[src/hw/rtl/lpps_pkg.sv]
// Package: widths, constants, codes and shared types of the line-position PD steering block
`default_nettype none
package lpps_pkg;

  localparam int GAIN_FRAC_BITS = 8;

  localparam int SAMPLE_W   = 10;
  localparam int SPEED_W    = 9;
  localparam int GAIN_W     = 12;
  localparam int LEVEL_W    = 10;
  localparam int POS_W      = 12;
  localparam int ERR_W      = 12;
  localparam int VSUM_W     = 12;
  localparam int DIVD_W     = 23;
  localparam int MUL_A_W    = 13;
  localparam int ACC_W      = 26;
  localparam int DIFF_W     = ACC_W - GAIN_FRAC_BITS;
  localparam int CFG_DATA_W = 12;
  localparam int CFG_IDX_W  = 3;
  localparam int DIV_CNT_W  = $clog2(DIVD_W);

  localparam logic [POS_W-1:0] LINE_CENTRE = 12'd2000;
  localparam logic [POS_W-1:0] LINE_MAX    = 12'd4000;

  localparam logic [SPEED_W-1:0] BASE_SPEED_RST     = 9'd200;
  localparam logic [GAIN_W-1:0]  PROP_GAIN_RST      = 12'd102;
  localparam logic [GAIN_W-1:0]  DERIV_GAIN_RST     = 12'd384;
  localparam logic [LEVEL_W-1:0] PRESENCE_LEVEL_RST = 10'd200;
  localparam logic [LEVEL_W-1:0] NOISE_LEVEL_RST    = 10'd50;
  localparam logic [LEVEL_W-1:0] CROSSING_LEVEL_RST = 10'd700;

  typedef enum logic [CFG_IDX_W-1:0] {
    CFG_BASE_SPEED     = 3'd0,
    CFG_PROP_GAIN      = 3'd1,
    CFG_DERIV_GAIN     = 3'd2,
    CFG_PRESENCE_LEVEL = 3'd3,
    CFG_NOISE_LEVEL    = 3'd4,
    CFG_CROSSING_LEVEL = 3'd5
  } cfg_idx_t;

  typedef enum logic [2:0] {
    ST_IDLE,
    ST_CENT,
    ST_DIV,
    ST_MAC,
    ST_SPEED,
    ST_FIN
  } state_t;

  typedef struct packed {
    logic              start;
    logic [DIVD_W-1:0] dividend;
    logic [VSUM_W-1:0] divisor;
  } div_req_t;

  typedef struct packed {
    logic              done;
    logic [DIVD_W-1:0] quotient;
  } div_rsp_t;

  function automatic logic [GAIN_W-1:0] centroid_weight(input logic [1:0] idx);
    logic [GAIN_W-1:0] w;
    case (idx)
      2'd0:    w = 12'd1000;
      2'd1:    w = 12'd2000;
      default: w = 12'd3000;
    endcase
    return w;
  endfunction

endpackage
`default_nettype wire

[src/hw/rtl/lpps_if.sv]
// Interfaces: sensor transaction channel and wheel speed transaction channel
`default_nettype none
interface lpps_in_if;
  logic                          valid;
  logic                          ready;
  logic [lpps_pkg::SAMPLE_W-1:0] sensor_0;
  logic [lpps_pkg::SAMPLE_W-1:0] sensor_1;
  logic [lpps_pkg::SAMPLE_W-1:0] sensor_2;
  logic [lpps_pkg::SAMPLE_W-1:0] sensor_3;
  logic [lpps_pkg::SAMPLE_W-1:0] sensor_4;

  modport source (output valid, sensor_0, sensor_1, sensor_2, sensor_3, sensor_4,
                  input ready);
  modport sink   (input valid, sensor_0, sensor_1, sensor_2, sensor_3, sensor_4,
                  output ready);
endinterface

interface lpps_out_if;
  logic                         valid;
  logic                         ready;
  logic [lpps_pkg::SPEED_W-1:0] left_speed;
  logic [lpps_pkg::SPEED_W-1:0] right_speed;
  logic                         at_crossing;

  modport source (output valid, left_speed, right_speed, at_crossing, input ready);
  modport sink   (input valid, left_speed, right_speed, at_crossing, output ready);
endinterface
`default_nettype wire

[src/hw/rtl/line_position_pd_steering_top.sv]
// Top level: weighted-centroid line position and PD wheel steering on a shared MAC
//
//  channel  | dir | handshake          | payload
//  ---------+-----+--------------------+-----------------------------------------
//  in_chan  | in  | valid/ready        | sensor_0 .. sensor_4 (10 b each)
//  out_chan | out | valid/ready        | left_speed, right_speed (9 b), at_crossing
//  cfg_*    | in  | cfg_we, no wait    | cfg_index (3 b), cfg_wdata (12 b)
//
// Each transaction runs the 23-step serial divider; a crossing skips the PD multiply and speed steps.
// One shared multiply-accumulate serves three centroid terms and two PD terms.
// in_chan.ready is high only while idle; the result register frees the input
// side, a new transaction finishes only once the previous result has left.
// Synchronous active-low reset; clears control, last position and last error.
`default_nettype none
module line_position_pd_steering_top (
  input  wire logic                           clk,
  input  wire logic                           rst_n,
  lpps_in_if.sink                             in_chan,
  lpps_out_if.source                          out_chan,
  input  wire logic                           cfg_we,
  input  wire logic [lpps_pkg::CFG_IDX_W-1:0] cfg_index,
  input  wire logic [lpps_pkg::CFG_DATA_W-1:0] cfg_wdata
);

  localparam int SW = lpps_pkg::SAMPLE_W;

  lpps_pkg::state_t state_r, state_nxt;

  logic [lpps_pkg::SPEED_W-1:0] base_speed_r;
  logic [lpps_pkg::GAIN_W-1:0]  prop_gain_r, deriv_gain_r;
  logic [lpps_pkg::LEVEL_W-1:0] presence_level_r, noise_level_r, crossing_level_r;

  logic [SW-1:0]                  samp_r [3];
  logic [SW-1:0]                  samp_nxt [3];
  logic                           seen_r, seen_nxt;
  logic                           cross_r, cross_nxt;
  logic [1:0]                     step_r, step_nxt;
  logic signed [lpps_pkg::ACC_W-1:0] acc_r, acc_nxt;
  logic [lpps_pkg::VSUM_W-1:0]    vsum_r, vsum_nxt;
  logic [lpps_pkg::POS_W-1:0]     last_pos_r, last_pos_nxt;
  logic signed [lpps_pkg::ERR_W-1:0] last_err_r, last_err_nxt;
  logic signed [lpps_pkg::ERR_W-1:0] err_r, err_nxt;
  logic [lpps_pkg::SPEED_W-1:0]   res_left_r, res_left_nxt;
  logic [lpps_pkg::SPEED_W-1:0]   res_right_r, res_right_nxt;
  logic                           res_cross_r, res_cross_nxt;
  logic                           out_valid_r, out_valid_nxt;
  logic [lpps_pkg::SPEED_W-1:0]   out_left_r, out_right_r;
  logic                           out_cross_r;
  logic                           out_load;

  logic signed [lpps_pkg::MUL_A_W-1:0] mul_a;
  logic [lpps_pkg::GAIN_W-1:0]         mul_b;
  logic signed [lpps_pkg::ACC_W-1:0]   prod;

  logic [lpps_pkg::POS_W-1:0]     pos;
  logic [lpps_pkg::ACC_W-1:0]     mag;
  logic [lpps_pkg::DIFF_W-1:0]    diff;
  logic [lpps_pkg::DIFF_W-1:0]    top_ext;
  logic [lpps_pkg::DIFF_W-1:0]    slow_full;
  logic [lpps_pkg::SPEED_W-1:0]   slow;

  lpps_pkg::div_req_t div_req;
  lpps_pkg::div_rsp_t div_rsp;

  lpps_div u_div (
    .clk   (clk),
    .rst_n (rst_n),
    .req   (div_req),
    .rsp   (div_rsp)
  );

  assign prod = mul_a * $signed({1'b0, mul_b});

  assign mag       = acc_r[lpps_pkg::ACC_W-1] ? lpps_pkg::ACC_W'(-acc_r)
                                              : lpps_pkg::ACC_W'(acc_r);
  assign diff      = mag[lpps_pkg::ACC_W-1:lpps_pkg::GAIN_FRAC_BITS];
  assign top_ext   = lpps_pkg::DIFF_W'(base_speed_r);
  assign slow_full = top_ext - diff;
  assign slow      = (diff >= top_ext) ? '0 : slow_full[lpps_pkg::SPEED_W-1:0];

  assign in_chan.ready = (state_r == lpps_pkg::ST_IDLE);
  assign out_load      = (state_r == lpps_pkg::ST_FIN) && (!out_valid_r || out_chan.ready);

  always_comb begin
    state_nxt     = state_r;
    samp_nxt      = samp_r;
    seen_nxt      = seen_r;
    cross_nxt     = cross_r;
    step_nxt      = step_r;
    acc_nxt       = acc_r;
    vsum_nxt      = vsum_r;
    last_pos_nxt  = last_pos_r;
    last_err_nxt  = last_err_r;
    err_nxt       = err_r;
    res_left_nxt  = res_left_r;
    res_right_nxt = res_right_r;
    res_cross_nxt = res_cross_r;
    out_valid_nxt = out_valid_r && !out_chan.ready;
    mul_a         = '0;
    mul_b         = '0;
    pos           = '0;
    div_req.start    = 1'b0;
    div_req.dividend = '0;
    div_req.divisor  = '0;

    case (state_r)
      lpps_pkg::ST_IDLE: begin
        if (in_chan.valid) begin
          samp_nxt[0] = (in_chan.sensor_1 > noise_level_r) ? in_chan.sensor_1 : '0;
          samp_nxt[1] = (in_chan.sensor_2 > noise_level_r) ? in_chan.sensor_2 : '0;
          samp_nxt[2] = (in_chan.sensor_3 > noise_level_r) ? in_chan.sensor_3 : '0;
          seen_nxt    = (in_chan.sensor_1 > presence_level_r) ||
                        (in_chan.sensor_2 > presence_level_r) ||
                        (in_chan.sensor_3 > presence_level_r);
          cross_nxt   = (in_chan.sensor_0 > crossing_level_r) ||
                        (in_chan.sensor_4 > crossing_level_r);
          acc_nxt     = '0;
          vsum_nxt    = '0;
          step_nxt    = '0;
          state_nxt   = lpps_pkg::ST_CENT;
        end
      end
      lpps_pkg::ST_CENT: begin
        mul_a    = $signed({{(lpps_pkg::MUL_A_W-SW){1'b0}}, samp_r[step_r]});
        mul_b    = lpps_pkg::centroid_weight(step_r);
        acc_nxt  = acc_r + prod;
        vsum_nxt = vsum_r + lpps_pkg::VSUM_W'(samp_r[step_r]);
        step_nxt = step_r + 1'b1;
        if (step_r == 2'd2) begin
          div_req.start    = 1'b1;
          div_req.dividend = acc_nxt[lpps_pkg::DIVD_W-1:0];
          div_req.divisor  = vsum_nxt;
          state_nxt        = lpps_pkg::ST_DIV;
        end
      end
      lpps_pkg::ST_DIV: begin
        if (div_rsp.done) begin
          if (!seen_r) begin
            pos = (last_pos_r < lpps_pkg::LINE_CENTRE) ? '0 : lpps_pkg::LINE_MAX;
          end else if (vsum_r == '0) begin
            pos = last_pos_r;
          end else begin
            pos          = div_rsp.quotient[lpps_pkg::POS_W-1:0];
            last_pos_nxt = pos;
          end
          err_nxt = $signed(pos - lpps_pkg::LINE_CENTRE);
          if (cross_r) begin
            res_left_nxt  = '0;
            res_right_nxt = '0;
            res_cross_nxt = 1'b1;
            state_nxt     = lpps_pkg::ST_FIN;
          end else begin
            acc_nxt   = '0;
            step_nxt  = '0;
            state_nxt = lpps_pkg::ST_MAC;
          end
        end
      end
      lpps_pkg::ST_MAC: begin
        if (step_r == 2'd0) begin
          mul_a = lpps_pkg::MUL_A_W'(err_r);
          mul_b = prop_gain_r;
        end else begin
          mul_a = lpps_pkg::MUL_A_W'(err_r) - lpps_pkg::MUL_A_W'(last_err_r);
          mul_b = deriv_gain_r;
          state_nxt = lpps_pkg::ST_SPEED;
        end
        acc_nxt  = acc_r + prod;
        step_nxt = step_r + 1'b1;
      end
      lpps_pkg::ST_SPEED: begin
        last_err_nxt  = err_r;
        res_cross_nxt = 1'b0;
        if (acc_r[lpps_pkg::ACC_W-1]) begin
          res_left_nxt  = slow;
          res_right_nxt = base_speed_r;
        end else begin
          res_left_nxt  = base_speed_r;
          res_right_nxt = slow;
        end
        state_nxt = lpps_pkg::ST_FIN;
      end
      lpps_pkg::ST_FIN: begin
        if (out_load) begin
          out_valid_nxt = 1'b1;
          state_nxt     = lpps_pkg::ST_IDLE;
        end
      end
      default: state_nxt = lpps_pkg::ST_IDLE;
    endcase
  end

  always_ff @(posedge clk) begin
    if (!rst_n) begin
      state_r     <= lpps_pkg::ST_IDLE;
      out_valid_r <= 1'b0;
      last_pos_r  <= '0;
      last_err_r  <= '0;
    end else begin
      state_r     <= state_nxt;
      out_valid_r <= out_valid_nxt;
      last_pos_r  <= last_pos_nxt;
      last_err_r  <= last_err_nxt;
    end
  end

  always_ff @(posedge clk) begin
    if (!rst_n) begin
      base_speed_r     <= lpps_pkg::BASE_SPEED_RST;
      prop_gain_r      <= lpps_pkg::PROP_GAIN_RST;
      deriv_gain_r     <= lpps_pkg::DERIV_GAIN_RST;
      presence_level_r <= lpps_pkg::PRESENCE_LEVEL_RST;
      noise_level_r    <= lpps_pkg::NOISE_LEVEL_RST;
      crossing_level_r <= lpps_pkg::CROSSING_LEVEL_RST;
    end else if (cfg_we) begin
      case (cfg_index)
        lpps_pkg::CFG_BASE_SPEED:     base_speed_r     <= cfg_wdata[lpps_pkg::SPEED_W-1:0];
        lpps_pkg::CFG_PROP_GAIN:      prop_gain_r      <= cfg_wdata[lpps_pkg::GAIN_W-1:0];
        lpps_pkg::CFG_DERIV_GAIN:     deriv_gain_r     <= cfg_wdata[lpps_pkg::GAIN_W-1:0];
        lpps_pkg::CFG_PRESENCE_LEVEL: presence_level_r <= cfg_wdata[lpps_pkg::LEVEL_W-1:0];
        lpps_pkg::CFG_NOISE_LEVEL:    noise_level_r    <= cfg_wdata[lpps_pkg::LEVEL_W-1:0];
        lpps_pkg::CFG_CROSSING_LEVEL: crossing_level_r <= cfg_wdata[lpps_pkg::LEVEL_W-1:0];
        default: ;
      endcase
    end
  end

  always_ff @(posedge clk) begin
    samp_r      <= samp_nxt;
    seen_r      <= seen_nxt;
    cross_r     <= cross_nxt;
    step_r      <= step_nxt;
    acc_r       <= acc_nxt;
    vsum_r      <= vsum_nxt;
    err_r       <= err_nxt;
    res_left_r  <= res_left_nxt;
    res_right_r <= res_right_nxt;
    res_cross_r <= res_cross_nxt;
    if (out_load) begin
      out_left_r  <= res_left_r;
      out_right_r <= res_right_r;
      out_cross_r <= res_cross_r;
    end
  end

  assign out_chan.valid       = out_valid_r;
  assign out_chan.left_speed  = out_left_r;
  assign out_chan.right_speed = out_right_r;
  assign out_chan.at_crossing = out_cross_r;

endmodule
`default_nettype wire

[src/hw/rtl/lpps_div.sv]
// Serial restoring divider, one quotient bit per cycle
`default_nettype none
module lpps_div (
  input  wire logic               clk,
  input  wire logic               rst_n,
  input  wire lpps_pkg::div_req_t req,
  output lpps_pkg::div_rsp_t      rsp
);

  localparam logic [lpps_pkg::DIV_CNT_W-1:0] CNT_LAST =
    lpps_pkg::DIV_CNT_W'(lpps_pkg::DIVD_W - 1);

  logic                                busy_r, busy_nxt;
  logic                                done_r, done_nxt;
  logic [lpps_pkg::DIV_CNT_W-1:0]      cnt_r, cnt_nxt;
  logic [lpps_pkg::VSUM_W-1:0]         rem_r, rem_nxt;
  logic [lpps_pkg::DIVD_W-1:0]         quo_r, quo_nxt;
  logic [lpps_pkg::VSUM_W-1:0]         dvs_r, dvs_nxt;
  logic [lpps_pkg::VSUM_W:0]           trial;
  logic [lpps_pkg::VSUM_W:0]           trial_sub;
  logic                                ge;

  assign trial     = {rem_r, quo_r[lpps_pkg::DIVD_W-1]};
  assign trial_sub = trial - {1'b0, dvs_r};
  assign ge        = (trial >= {1'b0, dvs_r});

  always_comb begin
    busy_nxt = busy_r;
    done_nxt = 1'b0;
    cnt_nxt  = cnt_r;
    rem_nxt  = rem_r;
    quo_nxt  = quo_r;
    dvs_nxt  = dvs_r;
    if (req.start) begin
      busy_nxt = 1'b1;
      cnt_nxt  = '0;
      rem_nxt  = '0;
      quo_nxt  = req.dividend;
      dvs_nxt  = req.divisor;
    end else if (busy_r) begin
      rem_nxt = ge ? trial_sub[lpps_pkg::VSUM_W-1:0] : trial[lpps_pkg::VSUM_W-1:0];
      quo_nxt = {quo_r[lpps_pkg::DIVD_W-2:0], ge};
      cnt_nxt = cnt_r + 1'b1;
      if (cnt_r == CNT_LAST) begin
        busy_nxt = 1'b0;
        done_nxt = 1'b1;
      end
    end
  end

  always_ff @(posedge clk) begin
    if (!rst_n) begin
      busy_r <= 1'b0;
      done_r <= 1'b0;
    end else begin
      busy_r <= busy_nxt;
      done_r <= done_nxt;
    end
  end

  always_ff @(posedge clk) begin
    cnt_r <= cnt_nxt;
    rem_r <= rem_nxt;
    quo_r <= quo_nxt;
    dvs_r <= dvs_nxt;
  end

  assign rsp.done     = done_r;
  assign rsp.quotient = quo_r;

endmodule
`default_nettype wire

[src/flat_wrapper.sv]
// flat-port wrapper written by rule: the top's interface ports become plain ports
module line_position_pd_steering_top_flat 
  (clk, rst_n, cfg_we, cfg_index, cfg_wdata, in_chan_valid, in_chan_sensor_0, in_chan_sensor_1, in_chan_sensor_2, in_chan_sensor_3, in_chan_sensor_4, in_chan_ready, out_chan_valid, out_chan_left_speed, out_chan_right_speed, out_chan_at_crossing, out_chan_ready);
  lpps_in_if in_chan_i ();
  lpps_out_if out_chan_i ();
  input  wire logic clk;
  input  wire logic rst_n;
  input  wire logic cfg_we;
  input  wire logic [lpps_pkg::CFG_IDX_W-1:0] cfg_index;
  input  wire logic [lpps_pkg::CFG_DATA_W-1:0] cfg_wdata;
  input wire logic [$bits(in_chan_i.valid)-1:0] in_chan_valid;
  input wire logic [$bits(in_chan_i.sensor_0)-1:0] in_chan_sensor_0;
  input wire logic [$bits(in_chan_i.sensor_1)-1:0] in_chan_sensor_1;
  input wire logic [$bits(in_chan_i.sensor_2)-1:0] in_chan_sensor_2;
  input wire logic [$bits(in_chan_i.sensor_3)-1:0] in_chan_sensor_3;
  input wire logic [$bits(in_chan_i.sensor_4)-1:0] in_chan_sensor_4;
  output wire logic [$bits(in_chan_i.ready)-1:0] in_chan_ready;
  output wire logic [$bits(out_chan_i.valid)-1:0] out_chan_valid;
  output wire logic [$bits(out_chan_i.left_speed)-1:0] out_chan_left_speed;
  output wire logic [$bits(out_chan_i.right_speed)-1:0] out_chan_right_speed;
  output wire logic [$bits(out_chan_i.at_crossing)-1:0] out_chan_at_crossing;
  input wire logic [$bits(out_chan_i.ready)-1:0] out_chan_ready;
  assign in_chan_i.valid = in_chan_valid;
  assign in_chan_i.sensor_0 = in_chan_sensor_0;
  assign in_chan_i.sensor_1 = in_chan_sensor_1;
  assign in_chan_i.sensor_2 = in_chan_sensor_2;
  assign in_chan_i.sensor_3 = in_chan_sensor_3;
  assign in_chan_i.sensor_4 = in_chan_sensor_4;
  assign in_chan_ready = in_chan_i.ready;
  assign out_chan_valid = out_chan_i.valid;
  assign out_chan_left_speed = out_chan_i.left_speed;
  assign out_chan_right_speed = out_chan_i.right_speed;
  assign out_chan_at_crossing = out_chan_i.at_crossing;
  assign out_chan_i.ready = out_chan_ready;
  line_position_pd_steering_top u_core (.clk(clk), .rst_n(rst_n), .in_chan(in_chan_i), .out_chan(out_chan_i), .cfg_we(cfg_we), .cfg_index(cfg_index), .cfg_wdata(cfg_wdata));
endmodule
[config.mk]
export PLATFORM = sky130hd
export DESIGN_NAME = line_position_pd_steering_top_flat
export DESIGN_NICKNAME = d
export VERILOG_FILES = /design/src/hw/rtl/lpps_pkg.sv /design/src/hw/rtl/lpps_if.sv /design/src/hw/rtl/line_position_pd_steering_top.sv /design/src/hw/rtl/lpps_div.sv /design/src/flat_wrapper.sv
export SDC_FILE = /design/constraint.sdc
export NUM_CORES = 1
export LEC_CHECK = 0
export BUFFER_PORTS_ARGS = -buffer_cell sky130_fd_sc_hd__buf_2
export CORE_AREA = 2 2 204 206
export CTS_CLUSTER_DIAMETER = 150
export DETAILED_ROUTE_END_ITERATION = 8
export DIE_AREA = 0 0 206 208
export GPL_TIMING_DRIVEN = 0
export PLACE_DENSITY = 0.72
export SETUP_SLACK_MARGIN = 0.3
export SYNTH_ARGS = -nofsm -noshare
export SYNTH_HDL_FRONTEND = slang
export SYNTH_HIERARCHICAL = 1
export SYNTH_SLANG_ARGS = --single-unit
[constraint.sdc]
create_clock -name clk -period 22 [get_ports clk]
set_input_delay 2.2 -clock clk [delete_from_list [all_inputs] [get_ports clk]]
set_output_delay 2.2 -clock clk [all_outputs]
set_load 0.005 [all_outputs]
== Word-level counts from Yosys, hierarchy flattened ==
Index checks and enable logic that the tools add are counted.
Word-level totals
  register bits after elaboration: 267
  bits in latches: 0
  RAM bits: 0
  memory bits (read-only): 0
  input bits: 70
  output and inout bits: 21
  memories kept: 0
Operators by class
  add/sub/neg operators: 9
  multipliers: 1
  divide/modulo/power cells: 0
  order comparisons: 12
  equal/unequal tests: 20
  shift-type cells: 0
  mux-type cells: 52
  bitwise logic cells: 3
  reduce and logical (&&, ||, !) cells: 32
Operators by type and width (number)
  $mux 26: 4
  $mux 12: 8
  $gt 10x10->1: 8
  $pmux 26 s3: 1
  $mux 36: 2
  $pmux 12 s2: 3
  $mux 23: 2
  $mux 9: 5
  $pmux 9 s2: 2
  $add 26x26->26: 1
  $mul 13x13->26: 1
  $neg 26->26: 1
  $pmux 13 s2: 1
  $bmux 10 s2: 1
  $mux 10: 2
  $reduce_and 2->1: 10
  $ge 18x9->1: 1
  $mux 3: 6
  $pmux 3 s6: 1
  $ge 13x12->1: 1
  $mux 13: 1
  $sub 12x12->13: 1
  $add 12x10->12: 1
  $eq 3x2->1 const B: 4
  33 further kinds: 61

== Logic depth before layout (Yosys ltp) ==
Gate-level depths: netlist of the first run.
  depth in word-level cells: 10
  mapped depth: 34
  mapped depth without buffers: 34

== By module ==
The synthesis of the first run kept the hierarchy.
Modules (own cells, without submodules)
  line_position_pd_steering_top: instances 1, cells each 2132, area each 19492.4 µm², seq. area each 5485.3 µm²
  lpps_div: instances 1, cells each 234, area each 2697.6 µm², seq. area each 1431.4 µm²

== Least setup slack after synthesis of the first run ==
OpenSTA, ideal clock, no wires.
  path kind: flip-flop to flip-flop
  start point: register u_core/err_r[0] in the netlist's numbering
  end point: register u_core/u_div/quo_r[22] in the netlist's numbering (data pin)
  library setup time: 0.262 ns
  data arrival time: 7.537 ns
  slack: 14.201 ns
  cell stages (with the launch flop): 32
  cells stage by stage: edfxtp_1 inv_1 ha_1 inv_1 fa_1 a21o_1 a21oi_2 o21a_1 nor2_1 a21oi_1 mux2_2 a211oi_1 nand2b_1 fa_1 inv_1 fa_1 fa_1 fa_1 fa_1 inv_1 fa_1 inv_1 ha_1 or2_2 o31a_1 a31oi_1 o21ai_0 a211oi_1 o21bai_1 xnor2_1 nor2_1 mux2_1
RTL lines
  start, declared: line line_position_pd_steering_top.sv:42  | logic signed [lpps_pkg::ERR_W-1:0] err_r, err_nxt;
  start signal, assigned: line line_position_pd_steering_top.sv:235  | err_r <= err_nxt;
  end signal, assigned: line lpps_div.sv:64  | quo_r <= quo_nxt;
  end, declared: line lpps_div.sv:17  | logic [lpps_pkg::DIVD_W-1:0] quo_r, quo_nxt;

==> results of run 1 <==
[power groups by stage]
| stage | combinational (mW) | clock (mW) | sequential, mW |
|---|---|---|---|
| after floorplan | 0.864 | 0 | 0.663 |
| after global placement | 1.12 | 0 | 0.692 |
| after detailed placement | 1.16 | 0 | 0.692 |
| after CTS | 1.17 | 0.554 | 0.683 |
| after global routing | 1.33 | 0.576 | 0.689 |
| final | 1.18 | 0.544 | 0.684 |
[cells in the final DEF (no fill, tap or decap), types with 56 or more instances in the layout]
cell	count
inv_1	332
nand2_1	276
ha_1	206
nor2_1	185
fa_1	173
edfxtp_1	157
dfxtp_1	110
buf_2	100
a21oi_1	86
o21ai_0	57
a21boi_0	56
[layer usage]
layer  global-route usage [%]  vias to the layer above  share of wire (%)
met1                     37.1                     8499                 42
met4                     12.3                        2                4.8
met3                     4.42                      141                7.1
met2                     45.4                      646                 46
li1                         -                     8205                  -
met5                        0                        -              0.022
[cell usage after synthesis (12+ instances only)]
cell / instances / area share, %
a211oi_1: 16 / 0.54
a21boi_0: 56 / 1.9
a21o_1: 29 / 0.98
a21oi_1: 87 / 2.0
and2_1: 52 / 1.5
and3_1: 22 / 0.62
buf_1: 12 / 0.20
clkbuf_1: 51 / 0.86
dfxtp_1: 110 / 9.9
edfxtp_1: 157 / 21
fa_1: 173 / 16
ha_1: 206 / 12
inv_1: 332 / 5.6
mux2_1: 22 / 1.1
mux2i_1: 43 / 1.9
nand2_1: 276 / 4.7
nand2b_1: 31 / 0.87
nand3_1: 37 / 0.83
nand4_1: 24 / 0.68
nor2_1: 185 / 3.1
nor2b_1: 39 / 1.1
nor3_1: 52 / 1.2
nor4_1: 13 / 0.37
o211ai_1: 25 / 0.85
o21a_1: 19 / 0.64
o21ai_0: 57 / 1.3
or3_1: 15 / 0.42
xnor2_1: 51 / 2.0
xor2_1: 25 / 0.99
[path summary, 6_finish.rpt]
check / slack (ps) / depth (start not counted) / endpoint
hold reg to reg: 420 / 0 / u_core/out_chan.left_speed[1]$_DFFE_PP_
setup reg to reg: 12660 / 32 / u_core/u_div/quo_r[22]$_DFFE_PP_
hold / removal: 420 / 0 / u_core/out_chan.left_speed[1]$_DFFE_PP_
setup / recovery: 12660 / 32 / u_core/u_div/quo_r[22]$_DFFE_PP_
[stage by stage]
step | power, mW | instance area, um^2 | utilization (%) | worst slack [ps] | hold slack (ps)
2_1_floorplan | 1.53 | 22200 | - | 14200 | 400
3_3_place_gp | 1.81 | 23300 | 57.5 | 12750 | 404
3_5_place_dp | 1.85 | 23400 | 57.8 | 12810 | 408
4_1_cts | 2.40 | 24500 | 60.5 | 12720 | 425
5_1_grt | 2.59 | 24500 | 60.5 | 12080 | 425
6_report | 2.41 | 24500 | 60.5 | 12660 | 421
[logic make-up after synthesis]
| family | share of synthesized area, % |
|---|---|
| AO/OA/AOI/OAI | 11.7 |
| multiplexers | 3.51 |
| flip-flops | 31.2 |
| XOR/XNOR | 3.00 |
| adder cells (fa/ha/maj) | 27.2 |
| buffers and inverters | 7.14 |
| AND/OR/NAND/NOR | 16.3 |
[state kept, by name, summed over array words and instances, names as in the netlist, 12 cells and up]
signal	flops
u_core/last_pos_r	12
u_core/last_err_r	12
u_core/prop_gain_r	12
u_core/samp_r	30
u_core/u_div/quo_r	23
u_core/err_r	12
u_core/vsum_r	12
u_core/u_div/rem_r	12
u_core/u_div/dvs_r	12
u_core/deriv_gain_r	12
u_core/acc_r	26
[area by class of cell]
type,instances,area share (%)
Multi-Input combinational cell,1686,55.9
Sequential cell,267,28.2
Inverter,335,5.13
Clock buffer,37,3.47
Tap cell,532,2.71
Timing Repair Buffer,96,2.21
Buffer,78,1.34
Clock inverter,19,0.975
Antenna cell,1,0.0102
==> flow_summary_export.csv, run 1 <==
group,metric,value,unit
detailed_routing,routedWlPerCell,19.2,um
synthesis,synthDistinctLibCells,77,
synthesis,synth_area_per_cell,9.38,um^2
power_and_ir_drop,ir_drop,66.3,uV
clock_tree,cts_max_level,1,
sta,rsz0062_at_grt,"false",
synthesis,seq_area_frac_synth,31.2,%
sta,slew_headroom,22.3,%
sta,finalCritPeriodShare,42.5,%
clock_tree,cts.repair.resized,0,
power_and_ir_drop,pwr-share-clk,22.6,%
layout,fin_nets,2943,
power_and_ir_drop,power.share.sequential,28.4,%
sta,worst_pin_slew,1150,ps
clock_tree,cts_root_buffer,"clkbuf_16",
clock_tree,cts_inserted_buffers,30,
power_and_ir_drop,p_sw_share,42.6,%
detailed_routing,first_iter_violations,1362,
sta,final_max_slew_viol_count,0,
setup_path,worst-path-buf-inv,6,
clock_tree,cts_tree,"built",
clock_tree,cts.clk_slew.worst_paths,60,ps
worst_hold_path,hp-start,"u_core/res_left_r[1]$_SDFFCE_PP0P_",
synthesis,syn_nets,2815,
place,place.gp.congestion,0.982,
power_and_ir_drop,p_switching,1.03,mW
setup_path,required,22310,ps
power_and_ir_drop,comb_power_share,49.0,%
run,maxCapViolCount,0,
setup_path,crit_path_frequent_cell,"fa_1",
detailed_routing,wl,58.5,mm
synthesis,ys.flop_type,"edfxtp_1",
detailed_routing,viasPerCell,5.73,
synthesis,synthArstFlopShare,0,%
worst_hold_path,hold_class,"flip-flop to flip-flop",
global_route,antenna_found_initial,2,
outcome,outcome,"finished clean",
power_and_ir_drop,power.internal,1.38,mW
layout,fillCellCount,3500,
power_and_ir_drop,leakage,10.8,nW
sta,period_needed,9340,ps
sta,skew,12.2,ps
setup_path,start_kind,"flip-flop",
power_and_ir_drop,p_per_area,98.3,mW/mm^2
detailed_routing,via_count,17493,
global_route,grt_max_degree,24,
layout,area_delta_synth_final,10.5,%
clock_tree,cts_sinks,267,
sta,max_freq,0.107,GHz
setup_path,arrival,9650,ps
layout,drive_gt1_share,7.94,%
setup_path,cp-end-kind,"flip-flop",
die,design.core.area,0.0406,mm^2
global_route,grt_pass1_wl,93.9,mm
synthesis,syn_area,0.0222,mm^2
die,die_x,206,um
sta,setup_viol,0,
die,die_y,208,um
sta,hold_violations,0,
global_route,grt_overflow,0,
setup_path,crit_start,"u_core/err_r[0]$_SDFFCE_PN0P_",
clock_tree,worstSkewPairLatency,610,ps
global_route,grt_util_all_layers,28.0,%
synthesis,synthCells,2366,
layout,multi_input_area,0.0137,mm^2
setup_path,path_max_fanout,6,
setup_path,cp_slowest_cell,"a211oi_1",
place,dp_hpwl,47.5,mm
die,start_util,54.7,%
layout,seq_area,0.00692,mm^2
setup_path,r2r-start,"u_core/err_r[0]$_SDFFCE_PN0P_",
clock_tree,clockBufferDepth,3,
place,io_buffers,90,
die,rows,74,
setup_path,max_stage_delay,790,ps
synthesis,ys_seq_elements,267,
clock_tree,hold_buffers,0,
global_route,grt_pass1_vias,17752,
die,fp.dieArea,0.0428,mm^2
clock_tree,cts_setup_buffers,0,
die,num_io_pins,91,
detailed_routing,first_pass_iters,6,
detailed_routing,drc,0,
sta,timing.setup.tns,0,ps
synthesis,yosys_warnings,6,
setup_path,crit_family,"adder cells",
detailed_routing,antenna_left,0,
layout,fin_cells,3051,
place,dp.cells,2994,
synthesis,synth_edf_count,157,
setup_path,critical_path_class,"flip-flop to flip-flop",
(Power assumes the default switching activity.)
==> run 2, diff against run 1 <==
clock period = 9.1 ns   (was 22 ns; I/O delays follow)
==> flow_summary_export.csv, run 2 (synthesis gave the netlist of run 1 again) <==
group,metric,value,unit
outcome,outcome,"finished clean",
sta,finalCritPeriodShare,94.6,%
layout,area_delta_synth_final,11.8,%
sta,rsz0062_at_grt,"false",
clock_tree,cts_max_level,1,
die,design.core.area,0.0406,mm^2
sta,hold_violations,0,
run,maxCapViolCount,0,
layout,fillCellCount,3470,
place,place_area,0.0234,mm^2
setup_path,cp_slowest_cell,"o31ai_1",
place,place.gp.congestion,0.982,
power_and_ir_drop,ir_drop,169,uV
setup_path,max_stage_delay,600,ps
detailed_routing,first_iter_violations,1345,
sta,final_max_slew_viol_count,0,
worst_hold_path,hold_class,"flip-flop to flip-flop",
detailed_routing,first_pass_iters,5,
die,rows,74,
sta,worst_pin_slew,1170,ps
global_route,grt_pass1_wl,93.9,mm
sta,max_freq,0.116,GHz
die,start_util,54.7,%
setup_path,path_max_fanout,4,
die,num_io_pins,91,
clock_tree,cts.clk_slew.worst_paths,60,ps
layout,final_area,0.0248,mm^2
setup_path,required,9430,ps
global_route,grt_pass1_vias,17754,
layout,final_common_cell,"inv_1",
die,die_y,208,um
sta,skew,12.2,ps
clock_tree,cts_tree,"built",
clock_tree,cts_sinks,267,
layout,fin_cells,3062,
setup_path,critical_path_class,"flip-flop to flip-flop",
sta,slew_headroom,21.3,%
place,dp.cells,2994,
global_route,grt_overflow,0,
clock_tree,cts_root_buffer,"clkbuf_16",
global_route,grt_util_all_layers,28.0,%
sta,period_needed,8610,ps
detailed_routing,routedWlPerCell,19.3,um
power_and_ir_drop,p_total,5.95,mW
die,fp.dieArea,0.0428,mm^2
global_route,grt_max_degree,24,
layout,multi_input_area,0.0139,mm^2
detailed_routing,antenna_left,0,
setup_path,arrival,8940,ps
clock_tree,cts_inserted_buffers,30,
setup_path,start_kind,"flip-flop",
sta,timing.setup.tns,0,ps
clock_tree,worstSkewPairLatency,600,ps
layout,seq_area,0.00692,mm^2
setup_path,cp-end-kind,"flip-flop",
layout,largestRegisters,"u_core/samp_r: 30 flops, u_core/acc_r: 26 flops, u_core/u_div/quo_r: 23 flops",
global_route,antenna_found_initial,2,
setup_path,rrSetupSlack,490,ps
place,dp_hpwl,47.5,mm
layout,top_register,"u_core/samp_r",
detailed_routing,wl,59.0,mm
layout,final_cell_mix,"inv_1 (331), nand2_1 (276), ha_1 (205)",
detailed_routing,drc,0,
power_and_ir_drop,p_per_area,240,mW/mm^2
place,io_buffers,90,
power_and_ir_drop,leakage,10.9,nW
layout,largest_reg_flops,30,
layout,fin_nets,2954,
detailed_routing,via_count,17600,
clock_tree,clockBufferDepth,3,
sta,setup_viol,0,
detailed_routing,viasPerCell,5.75,
layout,drive_gt1_share,9.73,%
setup_path,crit_path_frequent_cell,"fa_1",
die,die_x,206,um
layout,utilization,61.2,%
==> run 2: critical path: cells and delay by family, from the launching register on <==
kind,cells,cell delay (ps)
buffers and inverters,3,140
adders and majority gates,8,3760
xor gates and xnor gates,1,320
AOI/OAI and AO/OA,10,2370
DFF,1,480
muxes,1,350
and+or+nand+nor,5,900
==> run 2: power breakdown <==
part / total, mW / internal (mW) / leakage (nW) / switching [mW]
clock network: 1.32 / 0.784 / 0.531 / 0.531
registers: 1.65 / 1.50 / 2.44 / 0.153
logic: 2.98 / 1.12 / 7.97 / 1.86
==> run 2: area by class of cell <==
class | count | share of cell area (%)
buffer | 78 | 1.36
multi-input combinational | 1686 | 56.1
inverter | 335 | 5.08
tap | 532 | 2.68
antenna | 1 | 0.0101
timing repair buffer | 107 | 2.52
clock inverter | 19 | 0.963
sequential | 267 | 27.9
clock buffer | 37 | 3.43
==> run 2: metrics by stage <==
| stage | hold WS [ps] | worst slack (ps) |
|---|---|---|
| 6_report | 421 | 494 |
| 5_1_grt | 425 | 237 |
| 4_1_cts | 425 | 321 |
| 3_5_place_dp | 408 | -92.9 |
| 3_3_place_gp | 404 | -145 |
| 2_1_floorplan | 400 | 1300 |
==> run 2: worst paths after layout <==
kind,start,end,cells past startpoint
worst max-delay path,u_core/err_r[1]$_SDFFCE_PN0P_,u_core/u_div/quo_r[22]$_DFFE_PP_,28
worst min-delay path,u_core/res_left_r[1]$_SDFFCE_PP0P_,u_core/out_chan.left_speed[1]$_DFFE_PP_,0
worst max register to register,u_core/err_r[1]$_SDFFCE_PN0P_,u_core/u_div/quo_r[22]$_DFFE_PP_,28
worst min register to register,u_core/res_left_r[1]$_SDFFCE_PP0P_,u_core/out_chan.left_speed[1]$_DFFE_PP_,0
==> run 2: layer usage <==
metal / part of all wire [%] / vias up / global-route usage (%)
li1: - / 8227 / -
met1: 42 / 8553 / 37.1
met2: 46 / 676 / 45.5
met3: 7.2 / 142 / 4.53
met4: 4.7 / 2 / 12.2
met5: 0.022 / - / 0
==> run 2: what timing repair did <==
item / 4_1_cts / 5_1_grt
pin swaps: 0 / 12
hold buffers: 0 / 0
resized for setup: 9 / 42
endpoints found under the setup margin: 5 / 14
setup buffers: 0 / 11
endpoints found under the hold margin: 0 / 0
